<file path="config.mk">
export PLATFORM = sky130hd
export DESIGN_NAME = rv32i_instruction_decoder
export DESIGN_NICKNAME = d
export VERILOG_FILES = /design/src/sv/rvdec_pkg.sv /design/src/sv/rvdec_classify.sv /design/src/sv/rvdec_immgen.sv /design/src/sv/rvdec_target.sv /design/src/sv/rv32i_instruction_decoder.sv
export SDC_FILE = /design/constraint.sdc
export NUM_CORES = 1
export LEC_CHECK = 0
export ABC_AREA = 1
export ABC_CLOCK_PERIOD_IN_PS = 22600
export BUFFER_PORTS_ARGS = -buffer_cell sky130_fd_sc_hd__buf_4
export CAP_MARGIN = 25
export CORE_UTILIZATION = 45
export DETAILED_ROUTE_END_ITERATION = 10
export PLACE_DENSITY = 0.74
export RECOVER_POWER = 50
export SLEW_MARGIN = 20
export SYNTH_ARGS = -nofsm -noshare
export SYNTH_HDL_FRONTEND = slang
export SYNTH_SLANG_ARGS = --single-unit
</file>
<file path="constraint.sdc">
create_clock -name clk_i -period 22.6 [get_ports clk_i]
set_clock_uncertainty 0.2 [all_clocks]
set_input_delay 6.78 -clock clk_i [delete_from_list [all_inputs] [get_ports clk_i]]
set_output_delay 6.78 -clock clk_i [all_outputs]
set_load 0.03 [all_outputs]
</file>
<file path="src/sv/rvdec_pkg.sv">
// Shared types and codes for the RV32I instruction decoder pipeline.
package rvdec_pkg;

  // Major opcodes, bits 6:0 of the instruction word
  localparam logic [6:0] OP_LUI    = 7'h37;
  localparam logic [6:0] OP_AUIPC  = 7'h17;
  localparam logic [6:0] OP_JAL    = 7'h6f;
  localparam logic [6:0] OP_JALR   = 7'h67;
  localparam logic [6:0] OP_BRANCH = 7'h63;
  localparam logic [6:0] OP_LOAD   = 7'h03;
  localparam logic [6:0] OP_ALUI   = 7'h13;
  localparam logic [6:0] OP_STORE  = 7'h23;
  localparam logic [6:0] OP_ALU    = 7'h33;
  localparam logic [6:0] OP_FENCE  = 7'h0f;
  localparam logic [6:0] OP_SYSTEM = 7'h73;

  localparam logic [6:0] F7_BASE = 7'b0000000;
  localparam logic [6:0] F7_ALT  = 7'b0100000;

  localparam logic [4:0] RS2_ECALL  = 5'd0;
  localparam logic [4:0] RS2_EBREAK = 5'd1;

  typedef enum logic [5:0] {
    K_LUI    = 6'd0,  K_AUIPC = 6'd1,  K_JAL   = 6'd2,  K_JALR  = 6'd3,
    K_BEQ    = 6'd4,  K_BNE   = 6'd5,  K_BLT   = 6'd6,  K_BGE   = 6'd7,
    K_BLTU   = 6'd8,  K_BGEU  = 6'd9,
    K_LB     = 6'd10, K_LH    = 6'd11, K_LW    = 6'd12, K_LBU   = 6'd13,
    K_LHU    = 6'd14,
    K_ADDI   = 6'd15, K_SLTI  = 6'd16, K_SLTIU = 6'd17, K_XORI  = 6'd18,
    K_ORI    = 6'd19, K_ANDI  = 6'd20, K_SLLI  = 6'd21, K_SRLI  = 6'd22,
    K_SRAI   = 6'd23,
    K_SB     = 6'd24, K_SH    = 6'd25, K_SW    = 6'd26,
    K_ADD    = 6'd27, K_SUB   = 6'd28, K_SLL   = 6'd29, K_SLT   = 6'd30,
    K_SLTU   = 6'd31, K_XOR   = 6'd32, K_SRL   = 6'd33, K_SRA   = 6'd34,
    K_OR     = 6'd35, K_AND   = 6'd36,
    K_FENCE  = 6'd37, K_ECALL = 6'd38, K_EBREAK = 6'd39
  } kind_e;

  typedef enum logic [1:0] {
    ST_OK        = 2'd0,
    ST_BAD_FUNCT = 2'd1,
    ST_BAD_OP    = 2'd2
  } status_e;

  typedef enum logic [2:0] {
    FMT_NONE, FMT_I, FMT_S, FMT_B, FMT_U, FMT_J, FMT_SHAMT
  } fmt_e;

  typedef struct packed {
    logic [31:0] instruction;
    logic [31:0] address;
  } in_t;

  typedef struct packed {
    logic [5:0]         kind;
    logic [1:0]         status;
    logic [4:0]         dest_reg;
    logic [4:0]         src1_reg;
    logic [4:0]         src2_reg;
    logic signed [31:0] immediate;
    logic [31:0]        target;
    logic [3:0]         fence_pred;
    logic [3:0]         fence_succ;
  } out_t;

  // Stage 1 -> stage 2
  typedef struct packed {
    kind_e       kind;
    status_e     status;
    fmt_e        fmt;
    logic        tgt_en;
    logic        fence_en;
    logic [31:0] instruction;
    logic [31:0] address;
  } cls_t;

  // Stage 2 -> stage 3
  typedef struct packed {
    kind_e       kind;
    status_e     status;
    logic [31:0] imm;
    logic        tgt_en;
    logic [4:0]  rd;
    logic [4:0]  rs1;
    logic [4:0]  rs2;
    logic [3:0]  pred;
    logic [3:0]  succ;
    logic [31:0] address;
  } imm_t;

endpackage

</file>
<file path="src/sv/rvdec_classify.sv">
// Stage 1: sort the instruction word into a kind, a status and an immediate format.
module rvdec_classify import rvdec_pkg::*; (
  input  logic clk_i,
  input  logic rst_ni,
  input  logic en_i,
  input  logic valid_i,
  input  in_t  data_i,
  output logic valid_o,
  output cls_t data_o
);

  logic        valid_q;
  cls_t        data_q, data_d;
  logic [6:0]  op, f7;
  logic [2:0]  f3;
  logic [4:0]  rs2;
  kind_e       kind;
  status_e     status;
  fmt_e        fmt;
  logic        tgt_en, fence_en;

  assign op  = data_i.instruction[6:0];
  assign f3  = data_i.instruction[14:12];
  assign f7  = data_i.instruction[31:25];
  assign rs2 = data_i.instruction[24:20];

  always_comb begin
    kind     = K_LUI;
    status   = ST_OK;
    fmt      = FMT_NONE;
    tgt_en   = 1'b0;
    fence_en = 1'b0;
    unique case (op)
      OP_LUI: begin
        kind = K_LUI;   fmt = FMT_U;
      end
      OP_AUIPC: begin
        kind = K_AUIPC; fmt = FMT_U;
      end
      OP_JAL: begin
        kind = K_JAL;   fmt = FMT_J; tgt_en = 1'b1;
      end
      OP_JALR: begin
        kind = K_JALR;  fmt = FMT_I;
      end
      OP_BRANCH: begin
        fmt = FMT_B; tgt_en = 1'b1;
        unique case (f3)
          3'd0: kind = K_BEQ;
          3'd1: kind = K_BNE;
          3'd4: kind = K_BLT;
          3'd5: kind = K_BGE;
          3'd6: kind = K_BLTU;
          3'd7: kind = K_BGEU;
          default: status = ST_BAD_FUNCT;
        endcase
      end
      OP_LOAD: begin
        fmt = FMT_I;
        unique case (f3)
          3'd0: kind = K_LB;
          3'd1: kind = K_LH;
          3'd2: kind = K_LW;
          3'd4: kind = K_LBU;
          3'd5: kind = K_LHU;
          default: status = ST_BAD_FUNCT;
        endcase
      end
      OP_ALUI: begin
        fmt = FMT_I;
        unique case (f3)
          3'd0: kind = K_ADDI;
          3'd1: begin
            kind = K_SLLI; fmt = FMT_SHAMT;
          end
          3'd2: kind = K_SLTI;
          3'd3: kind = K_SLTIU;
          3'd4: kind = K_XORI;
          3'd5: begin
            fmt = FMT_SHAMT;
            if (f7 == F7_BASE)     kind = K_SRLI;
            else if (f7 == F7_ALT) kind = K_SRAI;
            else                   status = ST_BAD_FUNCT;
          end
          3'd6: kind = K_ORI;
          default: kind = K_ANDI;
        endcase
      end
      OP_STORE: begin
        fmt = FMT_S;
        unique case (f3)
          3'd0: kind = K_SB;
          3'd1: kind = K_SH;
          3'd2: kind = K_SW;
          default: status = ST_BAD_FUNCT;
        endcase
      end
      OP_ALU: begin
        unique case (f3)
          3'd0: begin
            if (f7 == F7_BASE)     kind = K_ADD;
            else if (f7 == F7_ALT) kind = K_SUB;
            else                   status = ST_BAD_FUNCT;
          end
          3'd1: kind = K_SLL;
          3'd2: kind = K_SLT;
          3'd3: kind = K_SLTU;
          3'd4: kind = K_XOR;
          3'd5: begin
            if (f7 == F7_BASE)     kind = K_SRL;
            else if (f7 == F7_ALT) kind = K_SRA;
            else                   status = ST_BAD_FUNCT;
          end
          3'd6: kind = K_OR;
          default: kind = K_AND;
        endcase
      end
      OP_FENCE: begin
        kind = K_FENCE; fence_en = 1'b1;
      end
      OP_SYSTEM: begin
        if (f7 == F7_BASE && rs2 == RS2_ECALL)       kind = K_ECALL;
        else if (f7 == F7_BASE && rs2 == RS2_EBREAK) kind = K_EBREAK;
        else                                         status = ST_BAD_FUNCT;
      end
      default: status = ST_BAD_OP;
    endcase

    // Drop everything but the register fields on a rejected word
    if (status != ST_OK) begin
      kind     = K_LUI;
      fmt      = FMT_NONE;
      tgt_en   = 1'b0;
      fence_en = 1'b0;
    end
  end

  always_comb begin
    data_d.kind        = kind;
    data_d.status      = status;
    data_d.fmt         = fmt;
    data_d.tgt_en      = tgt_en;
    data_d.fence_en    = fence_en;
    data_d.instruction = data_i.instruction;
    data_d.address     = data_i.address;
  end

  always_ff @(posedge clk_i or negedge rst_ni) begin
    if (!rst_ni) begin
      valid_q <= 1'b0;
    end else if (en_i) begin
      valid_q <= valid_i;
    end
  end

  always_ff @(posedge clk_i) begin
    if (en_i) begin
      data_q <= data_d;
    end
  end

  assign valid_o = valid_q;
  assign data_o  = data_q;

endmodule

</file>
<file path="src/sv/rvdec_immgen.sv">
// Stage 2: build the sign-extended immediate and split out the register and fence fields.
module rvdec_immgen import rvdec_pkg::*; (
  input  logic clk_i,
  input  logic rst_ni,
  input  logic en_i,
  input  logic valid_i,
  input  cls_t data_i,
  output logic valid_o,
  output imm_t data_o
);

  logic        valid_q;
  imm_t        data_q, data_d;
  logic [31:0] w;
  logic [31:0] imm;

  assign w = data_i.instruction;

  always_comb begin
    case (data_i.fmt)
      FMT_I:     imm = {{20{w[31]}}, w[31:20]};
      FMT_S:     imm = {{20{w[31]}}, w[31:25], w[11:7]};
      FMT_B:     imm = {{19{w[31]}}, w[31], w[7], w[30:25], w[11:8], 1'b0};
      FMT_U:     imm = {w[31:12], 12'b0};
      FMT_J:     imm = {{11{w[31]}}, w[31], w[19:12], w[20], w[30:21], 1'b0};
      FMT_SHAMT: imm = {27'b0, w[24:20]};
      default:   imm = 32'b0;
    endcase
  end

  always_comb begin
    data_d.kind    = data_i.kind;
    data_d.status  = data_i.status;
    data_d.imm     = imm;
    data_d.tgt_en  = data_i.tgt_en;
    data_d.rd      = w[11:7];
    data_d.rs1     = w[19:15];
    data_d.rs2     = w[24:20];
    data_d.pred    = data_i.fence_en ? w[27:24] : 4'b0;
    data_d.succ    = data_i.fence_en ? w[23:20] : 4'b0;
    data_d.address = data_i.address;
  end

  always_ff @(posedge clk_i or negedge rst_ni) begin
    if (!rst_ni) begin
      valid_q <= 1'b0;
    end else if (en_i) begin
      valid_q <= valid_i;
    end
  end

  always_ff @(posedge clk_i) begin
    if (en_i) begin
      data_q <= data_d;
    end
  end

  assign valid_o = valid_q;
  assign data_o  = data_q;

endmodule

</file>
<file path="src/sv/rvdec_target.sv">
// Stage 3: add the immediate to the address for branch and jump targets; output register.
module rvdec_target import rvdec_pkg::*; (
  input  logic clk_i,
  input  logic rst_ni,
  input  logic en_i,
  input  logic valid_i,
  input  imm_t data_i,
  output logic valid_o,
  output out_t data_o
);

  logic        valid_q;
  out_t        data_q, data_d;
  logic [31:0] sum;

  // Wraps modulo 2^32
  assign sum = data_i.address + data_i.imm;

  always_comb begin
    data_d.kind       = data_i.kind;
    data_d.status     = data_i.status;
    data_d.dest_reg   = data_i.rd;
    data_d.src1_reg   = data_i.rs1;
    data_d.src2_reg   = data_i.rs2;
    data_d.immediate  = data_i.imm;
    data_d.target     = data_i.tgt_en ? sum : 32'b0;
    data_d.fence_pred = data_i.pred;
    data_d.fence_succ = data_i.succ;
  end

  always_ff @(posedge clk_i or negedge rst_ni) begin
    if (!rst_ni) begin
      valid_q <= 1'b0;
    end else if (en_i) begin
      valid_q <= valid_i;
    end
  end

  always_ff @(posedge clk_i) begin
    if (en_i) begin
      data_q <= data_d;
    end
  end

  assign valid_o = valid_q;
  assign data_o  = data_q;

endmodule

</file>
<file path="src/sv/rv32i_instruction_decoder.sv">
// Top level of the three-stage RV32I instruction decoder pipeline.
//
//   channel  direction  handshake                 payload
//   in       sink       in_valid_i / in_stall_o   in_data_i  (instruction, address)
//   out      source     out_valid_o / out_stall_i out_data_o (kind .. fence_succ)
//
// An input word passes through the three stage registers (classify, immediate build,
// target add), each holding one word, to out_data_o. One instruction enters every
// cycle unless out_stall_i holds the full pipeline and raises in_stall_o.
// Reset clears the stage valid bits only; payload registers are not reset.
// A stalled stage holds; an empty stage still advances, so bubbles are squeezed out
// and in_stall_o rises only when every stage is full and out_stall_i is high.
module rv32i_instruction_decoder import rvdec_pkg::*; (
  input  logic clk_i,
  input  logic rst_ni,
  input  logic in_valid_i,
  output logic in_stall_o,
  input  in_t  in_data_i,
  output logic out_valid_o,
  input  logic out_stall_i,
  output out_t out_data_o
);

  logic v1, v2, v3;
  logic en1, en2, en3;
  cls_t cls;
  imm_t immd;

  // Advance a stage when it is empty or when the stage after it advances
  assign en3 = !v3 || !out_stall_i;
  assign en2 = !v2 || en3;
  assign en1 = !v1 || en2;

  assign in_stall_o = !en1;

  rvdec_classify u_classify (
    .clk_i   (clk_i),
    .rst_ni  (rst_ni),
    .en_i    (en1),
    .valid_i (in_valid_i),
    .data_i  (in_data_i),
    .valid_o (v1),
    .data_o  (cls)
  );

  rvdec_immgen u_immgen (
    .clk_i   (clk_i),
    .rst_ni  (rst_ni),
    .en_i    (en2),
    .valid_i (v1),
    .data_i  (cls),
    .valid_o (v2),
    .data_o  (immd)
  );

  rvdec_target u_target (
    .clk_i   (clk_i),
    .rst_ni  (rst_ni),
    .en_i    (en3),
    .valid_i (v2),
    .data_i  (immd),
    .valid_o (v3),
    .data_o  (out_data_o)
  );

  assign out_valid_o = v3;

  // A rejected word carries no kind, immediate, target or fence bits
  a_reject_clean: assert property (@(posedge clk_i) disable iff (!rst_ni)
    out_valid_o && out_data_o.status != ST_OK |->
      out_data_o.kind == K_LUI && out_data_o.immediate == 0 &&
      out_data_o.target == 0 && out_data_o.fence_pred == 0 && out_data_o.fence_succ == 0)
    else $error("rejected word carries decoded fields");

  // Only branches and jal produce a target
  a_target_kinds: assert property (@(posedge clk_i) disable iff (!rst_ni)
    out_valid_o && out_data_o.target != 0 |->
      out_data_o.kind == K_JAL || out_data_o.kind == K_BEQ || out_data_o.kind == K_BNE ||
      out_data_o.kind == K_BLT || out_data_o.kind == K_BGE || out_data_o.kind == K_BLTU ||
      out_data_o.kind == K_BGEU)
    else $error("target set for a non-control-transfer kind");

  // Fence bits appear only on fence
  a_fence_only: assert property (@(posedge clk_i) disable iff (!rst_ni)
    out_valid_o && (out_data_o.fence_pred != 0 || out_data_o.fence_succ != 0) |->
      out_data_o.kind == K_FENCE && out_data_o.immediate == 0)
    else $error("fence bits on a non-fence word");

  // Backpressure reaches the input only with the whole pipe full
  a_stall_full: assert property (@(posedge clk_i) disable iff (!rst_ni)
    in_stall_o |-> v1 && v2 && v3 && out_stall_i)
    else $error("input stalled with an empty stage");

endmodule

</file>
### Word-level counts from Yosys, hierarchy flattened

Cells that the tools add are included.

* output and inout port bits: 97
* bits in registers: 271
* input bits: 68

* multiplexer cells: 29
* equality and inequality tests: 26
* reductions and logical operators: 23
* add/sub/neg operators: 1

Operator list (number)
* case mux 32 bit (6 select lines): 1
* case mux 6 bit (7 select lines): 2
* case mux 6 bit (10 select lines): 1
* two-way mux 6 bit: 6
* adder 32 bit: 1
* == test 7 x 6 -> 1 bit (second input constant): 4
* == test 7 bit (second input constant): 4
* case mux 4 bit (6 select lines): 1
* == test 3 bit (second input constant): 7
* case mux 4 bit (5 select lines): 1
* case mux 3 bit (6 select lines): 1
* case mux 5 bit (3 select lines): 1
* == test 7 x 5 -> 1 bit (second input constant): 2
* case mux 2 bit (7 select lines): 1
* == test 3 x 2 -> 1 bit (second input constant): 4
* two-way mux 5 bit: 2
* OR reduction 2 bit: 5
* OR reduction 5 bit: 2
* two-way mux 2 bit: 4
* == test 7 x 2 -> 1 bit (second input constant): 1
* == test 7 x 4 -> 1 bit (second input constant): 1
* zero test 7 bit: 1
* two-way mux 1 bit: 7
* == test 3 x 1 -> 1 bit (second input constant): 2
* other kinds (10): 17

### Longest topological paths before layout

* word-level depth: 6
* mapped depth: 13
* depth with buffers taken out: 13

### Hierarchy

From an unflattened synthesis, not the netlist that was laid out.

* cells, all modules: 1098
* area, all modules: 12055.3 µm²

By module, submodules not included
* rvdec_target: sequential area each 2877.8 µm², area an instance 5486.5 µm², times used 1, cells each 638
* rvdec_immgen: sequential area each 2907.8 µm², area an instance 3429.5 µm², times used 1, cells each 210
* rvdec_classify: sequential area each 2337.2 µm², area an instance 3109.2 µm², times used 1, cells each 245
* rv32i_instruction_decoder: sequential area each 0.0 µm², area an instance 30.0 µm², times used 1, cells each 5

### Worst setup path after synthesis

OpenSTA, ideal clock, no wires.

* path kind: in2out
* from: in out_stall_i
* to: out in_stall_o
* path buffers: 0
* cell stages on the path: 4
* slack: 4.120 ns
* data arrival time: 11.500 ns
* cell sequence: nand2_1 nor2_1 inv_1 nor2_1

* cells in the longest elaborated chain, start to end: 5

RTL lines
* from (decl): line rv32i_instruction_decoder.sv:20 `input logic out_stall_i,`
* zero test 1 bit: line rv32i_instruction_decoder.sv:30 `assign en3 = !v3 || !out_stall_i;`
* logical OR 1 bit: line rv32i_instruction_decoder.sv:30
* logical OR 1 bit: line rv32i_instruction_decoder.sv:31 `assign en2 = !v2 || en3;`
* via en2: line rv32i_instruction_decoder.sv:25 `logic en1, en2, en3;`
* logical OR 1 bit: line rv32i_instruction_decoder.sv:32 `assign en1 = !v1 || en2;`
* zero test 1 bit: line rv32i_instruction_decoder.sv:34 `assign in_stall_o = !en1;`
* to (decl): line rv32i_instruction_decoder.sv:17 `output logic in_stall_o,`

The timed path passes the listed nets, and every way through them passes these cells.

### Final worst setup path

* from: in out_stall_i
* to: out in_stall_o

* cells in the longest elaborated chain, start to end: 5

RTL lines (line)
* zero test 1 bit: rv32i_instruction_decoder.sv:30
* logical OR 1 bit: rv32i_instruction_decoder.sv:30
* via en3: rv32i_instruction_decoder.sv:25
* logical OR 1 bit: rv32i_instruction_decoder.sv:31
* via en2: rv32i_instruction_decoder.sv:25
* logical OR 1 bit: rv32i_instruction_decoder.sv:32
* zero test 1 bit: rv32i_instruction_decoder.sv:34

The timed path passes the listed nets, and every way through them passes these cells.

==> results.py <==
metrics = {
    "synth": {
        "post_synth_main_area_contributors": "sky130_fd_sc_hd__edfxtp_1 (66%), sky130_fd_sc_hd__nand2_1 (9.5%), sky130_fd_sc_hd__inv_1 (5.1%), sky130_fd_sc_hd__nor2_1 (3.3%), sky130_fd_sc_hd__ha_1 (3.3%)",
        "ys_seq_elements": 264,
        "synthXorXnorAreaFrac_pct": 0.0742,
        "largest_family_of_logic_cells_by_synthesized_area": "simple AND/OR/NAND/NOR gates",
        "postSynthAreaPerCell_sq_um": 10.8,
        "synthesis.nets": 1193,
        "synth.most_common_cell": "sky130_fd_sc_hd__nand2_1",
        "post_synth_edffs": 261,
        "synth_top_area_cell": "sky130_fd_sc_hd__edfxtp_1",
        "yosysWarnings": 0,
        "share_of_the_synthesized_area_in_the_top_cell_type_pct": 66.4,
        "postSynth.asyncResetShare_pct": 1.14,
        "dominantRegCellSynth": "sky130_fd_sc_hd__edfxtp_1",
        "synth_adder_area_share_pct": 3.45,
        "cell_types_with_the_highest_counts_after_synthesis": "sky130_fd_sc_hd__nand2_1 (298), sky130_fd_sc_hd__edfxtp_1 (261), sky130_fd_sc_hd__inv_1 (161)",
        "synthesis.area_sq_um": 11800,
        "multiplexer_share_of_the_synthesized_area_pct": 0,
        "post_synth_inst_count": 1093,
        "ys_seq_area_share_pct": 67.0,
        "compound_cell_area_share_of_the_yosys_netlist_pct": 4.61,
        "yosys.cell_types.count": 39,
        "post_synthesis_simple_gate_area_fraction_pct": 19.0,
    },
    "cells_and_area": {
        "num_antenna_cells": 0,
        "synthToLayoutAreaGrowth_pct": 19.5,
        "sequential_cell_area_sq_um": 7910,
        "drive_gt1_share_pct": 17.9,
        "nNetsFinal": 1382,
        "fill_cells": 2180,
        "multi_input_area_sq_um": 3150,
        "utilization_pct": 55.4,
    },
    "flow_run": {
        "cap_violations": 1,
    },
    "critical_path": {
        "regToRegEndpoint": "u_target.data_o[87]",
        "critical_path.top_delay_family": "buffers and inverters",
        "worst-path-stages": 6,
        "cp-end-kind": "output pin",
        "timing.critical_path.slowest_stage_cell": "sky130_fd_sc_hd__clkinvlp_2",
        "timing.rr.start": "u_target.valid_o",
        "worst-path-max-fanout": 23,
        "rrSetupSlack_ns": 17.67,
        "critical_path.startpoint_type": "primary input",
        "crit_arrival_ns": 8.62,
        "timing.setup.critical_path_class": "in -> out",
        "critical_path.most_common_cell": "sky130_fd_sc_hd__nor2_1",
        "worst-r2r-cell-count": 2,
        "crit_required_ns": 15.62,
        "critical_path.cell_chain": "clkbuf_4 > nand2_1 > nor2_1 > clkinvlp_2 > nor2_1 > buf_4",
        "critical_path_buf_inv_count": 3,
        "critical-path-max-stage-delay_ns": 0.77,
    },
    "clock_tree": {
        "post_cts_resize_count": 0,
        "numCtsBuffers": 27,
        "clkSinkCount": 264,
        "tritoncts": "yes",
        "cts.reportedPaths.clkPinSlew_ns": 0.06,
        "post-cts-setup-buffer-count": 0,
        "clock-root-buffer": "sky130_fd_sc_hd__clkbuf_16",
        "ctsHoldBuffers": 0,
        "cts-htree-levels": 1,
        "cts_buffer_depth": 3,
        "worstSkewPairLatency_ns": 0.54,
    },
    "place": {
        "count_of_input_and_output_buffers": 164,
        "finalWeightedCongestion": 0.906,
        "dp.final_hpwl_mm": 20.6,
    },
    "routing": {
        "post_dr_wirelength_cell_um": 16.8,
        "detailroute.via_count": 8130,
        "post_drt_via_cell_ratio": 5.00,
        "count_of_unresolved_drc_violations_after_routing": 0,
        "final_antenna_net_count": 0,
        "first_iter_violations": 532,
        "detail_route.first_pass.iterations": 7,
        "detail_route.wirelength_mm": 27.4,
    },
    "timing": {
        "rsz0062_at_grt": "no",
        "setup_total_negative_slack_ns": 0,
        "worst_slew_pin_slew_ns": 5.13,
        "fmax_ghz": 0.0641,
        "final.period_utilization_pct": 69.0,
        "max_slew_margin_pct": -242,
        "finalMaxSlewViolations": 94,
        "min_period_ns": 15.60,
        "setup_violation_total_in_the_final_timing_report": 0,
        "finalHoldViolCount": 0,
    },
    "die": {
        "core_area_sq_um": 25500,
        "floorplan.die_area_sq_um": 26900,
        "floorplan.rows": 58,
        "initial_utilization_pct": 46.4,
        "die_w_um": 164,
        "die-height_um": 164,
        "floorplan.io_pins": 165,
    },
    "min_path": {
        "worst_hold_path.num_cells": 0,
        "timing.hold.worst.start": "u_immgen.data_o[42]",
        "worstHoldPathType": "reg -> reg",
        "holdPathEnd": "u_target.data_o[74]",
    },
    "power_and_ir_drop": {
        "p_leak_uw": 0.00639,
        "worst_vdd_drop_v": 0.0000590,
        "power.density_nw_per_um2": 93.5,
    },
    "grt": {
        "grt.overflow.total": 0,
        "globalRouteTotalUtil_pct": 20.7,
        "grt_pass1_wl_mm": 41.9,
        "antenna_found_initial": 0,
        "grt_pass1_vias": 7791,
        "pin_count_of_the_biggest_net_entering_global_routing": 94,
    },
    "run_status": {
        "failed_checks": "max-capacitance violations, max-slew violations",
        "status": "finished, violations left",
    },
}
==> how the worst max path moves through the flow <==
stage                 from          to  slack (ns)
6_report       out_stall_i  in_stall_o        7.00
4_1_cts        out_stall_i  in_stall_o        7.90
3_5_place_dp   out_stall_i  in_stall_o        7.91
2_1_floorplan  out_stall_i  in_stall_o        4.12
5_1_grt        out_stall_i  in_stall_o        6.66
3_3_place_gp   out_stall_i  in_stall_o        7.94
==> power breakdown <==
part	internal, uW	switching, uW
clock	217	171
combinational	88.8	196
sequential	616	28.7
total	922	396
==> per-layer routing <==
metal  GRT usage (%)  part of all wire [%]  vias to the layer above
met4            6.23                   3.0                        0
li1                -                     -                     4005
met3            2.70                   5.7                       48
met5               0                     0                        -
met1            27.7                    43                     3786
met2            35.3                    49                      291
==> cell usage in the layout, fill, tap and decap left out, types with 3 or more instances in the layout <==
cell,instances
sky130_fd_sc_hd__nand2_1,305
sky130_fd_sc_hd__edfxtp_1,261
sky130_fd_sc_hd__inv_1,161
sky130_fd_sc_hd__nor2_1,106
sky130_fd_sc_hd__buf_4,106
sky130_fd_sc_hd__a21oi_1,48
sky130_fd_sc_hd__nand3_1,45
sky130_fd_sc_hd__clkbuf_4,43
sky130_fd_sc_hd__ha_1,31
sky130_fd_sc_hd__clkbuf_16,27
sky130_fd_sc_hd__o21ai_0,25
sky130_fd_sc_hd__clkbuf_1,22
sky130_fd_sc_hd__nand2_2,13
sky130_fd_sc_hd__o211ai_1,12
sky130_fd_sc_hd__inv_2,11
sky130_fd_sc_hd__nor2_2,11
sky130_fd_sc_hd__clkinv_1,9
sky130_fd_sc_hd__nand4_1,7
sky130_fd_sc_hd__nor3_1,7
sky130_fd_sc_hd__and2_1,4
sky130_fd_sc_hd__nand3b_1,3
sky130_fd_sc_hd__nand3_2,3
sky130_fd_sc_hd__nor2_4,3
sky130_fd_sc_hd__nor3_2,3
sky130_fd_sc_hd__dfrtp_1,3
==> flip-flops by register name, summed over array words and instances (netlist names) <==
name	count
u_classify.data_o	70
u_target.valid_o	1
u_immgen.valid_o	1
u_classify.valid_o	1
u_target.data_o	95
u_immgen.data_o	96
==> stage by stage <==
stage | hold slack, ns | total power (uW) | std cells | instance area, sq um | setup WS, ns
after global placement | 0.202 | 937 | 1581 | 13400 | 7.94
final | 0.216 | 1320 | 1627 | 14100 | 7.00
after detailed placement | 0.205 | 943 | 1583 | 13500 | 7.91
after floorplan | 0.200 | 833 | 1093 | 11800 | 4.12
after global routing | 0.221 | 1380 | 1627 | 14100 | 6.66
after CTS | 0.216 | 1330 | 1627 | 14200 | 7.90
==> logic make-up (layout without fill, tap and decap cells) <==
family,after synthesis,in the layout
AOI/OAI and AO/OA,97,97
xor gates and xnor gates,1,1
adders and majority gates,32,32
buffers and inverters,182,386
DFF,264,264
and+or+nand+nor,517,517
==> area by class of cell <==
| type | instances | area share, % |
|---|---|---|
| Sequential cell | 264 | 56.1 |
| Multi-Input combinational cell | 647 | 22.4 |
| Timing Repair Buffer | 169 | 8.55 |
| Clock buffer | 31 | 4.90 |
| Inverter | 173 | 4.61 |
| Tap cell | 330 | 2.93 |
| Clock inverter | 13 | 0.550 |
No activity file was read; power rests on OpenSTA's default activity.
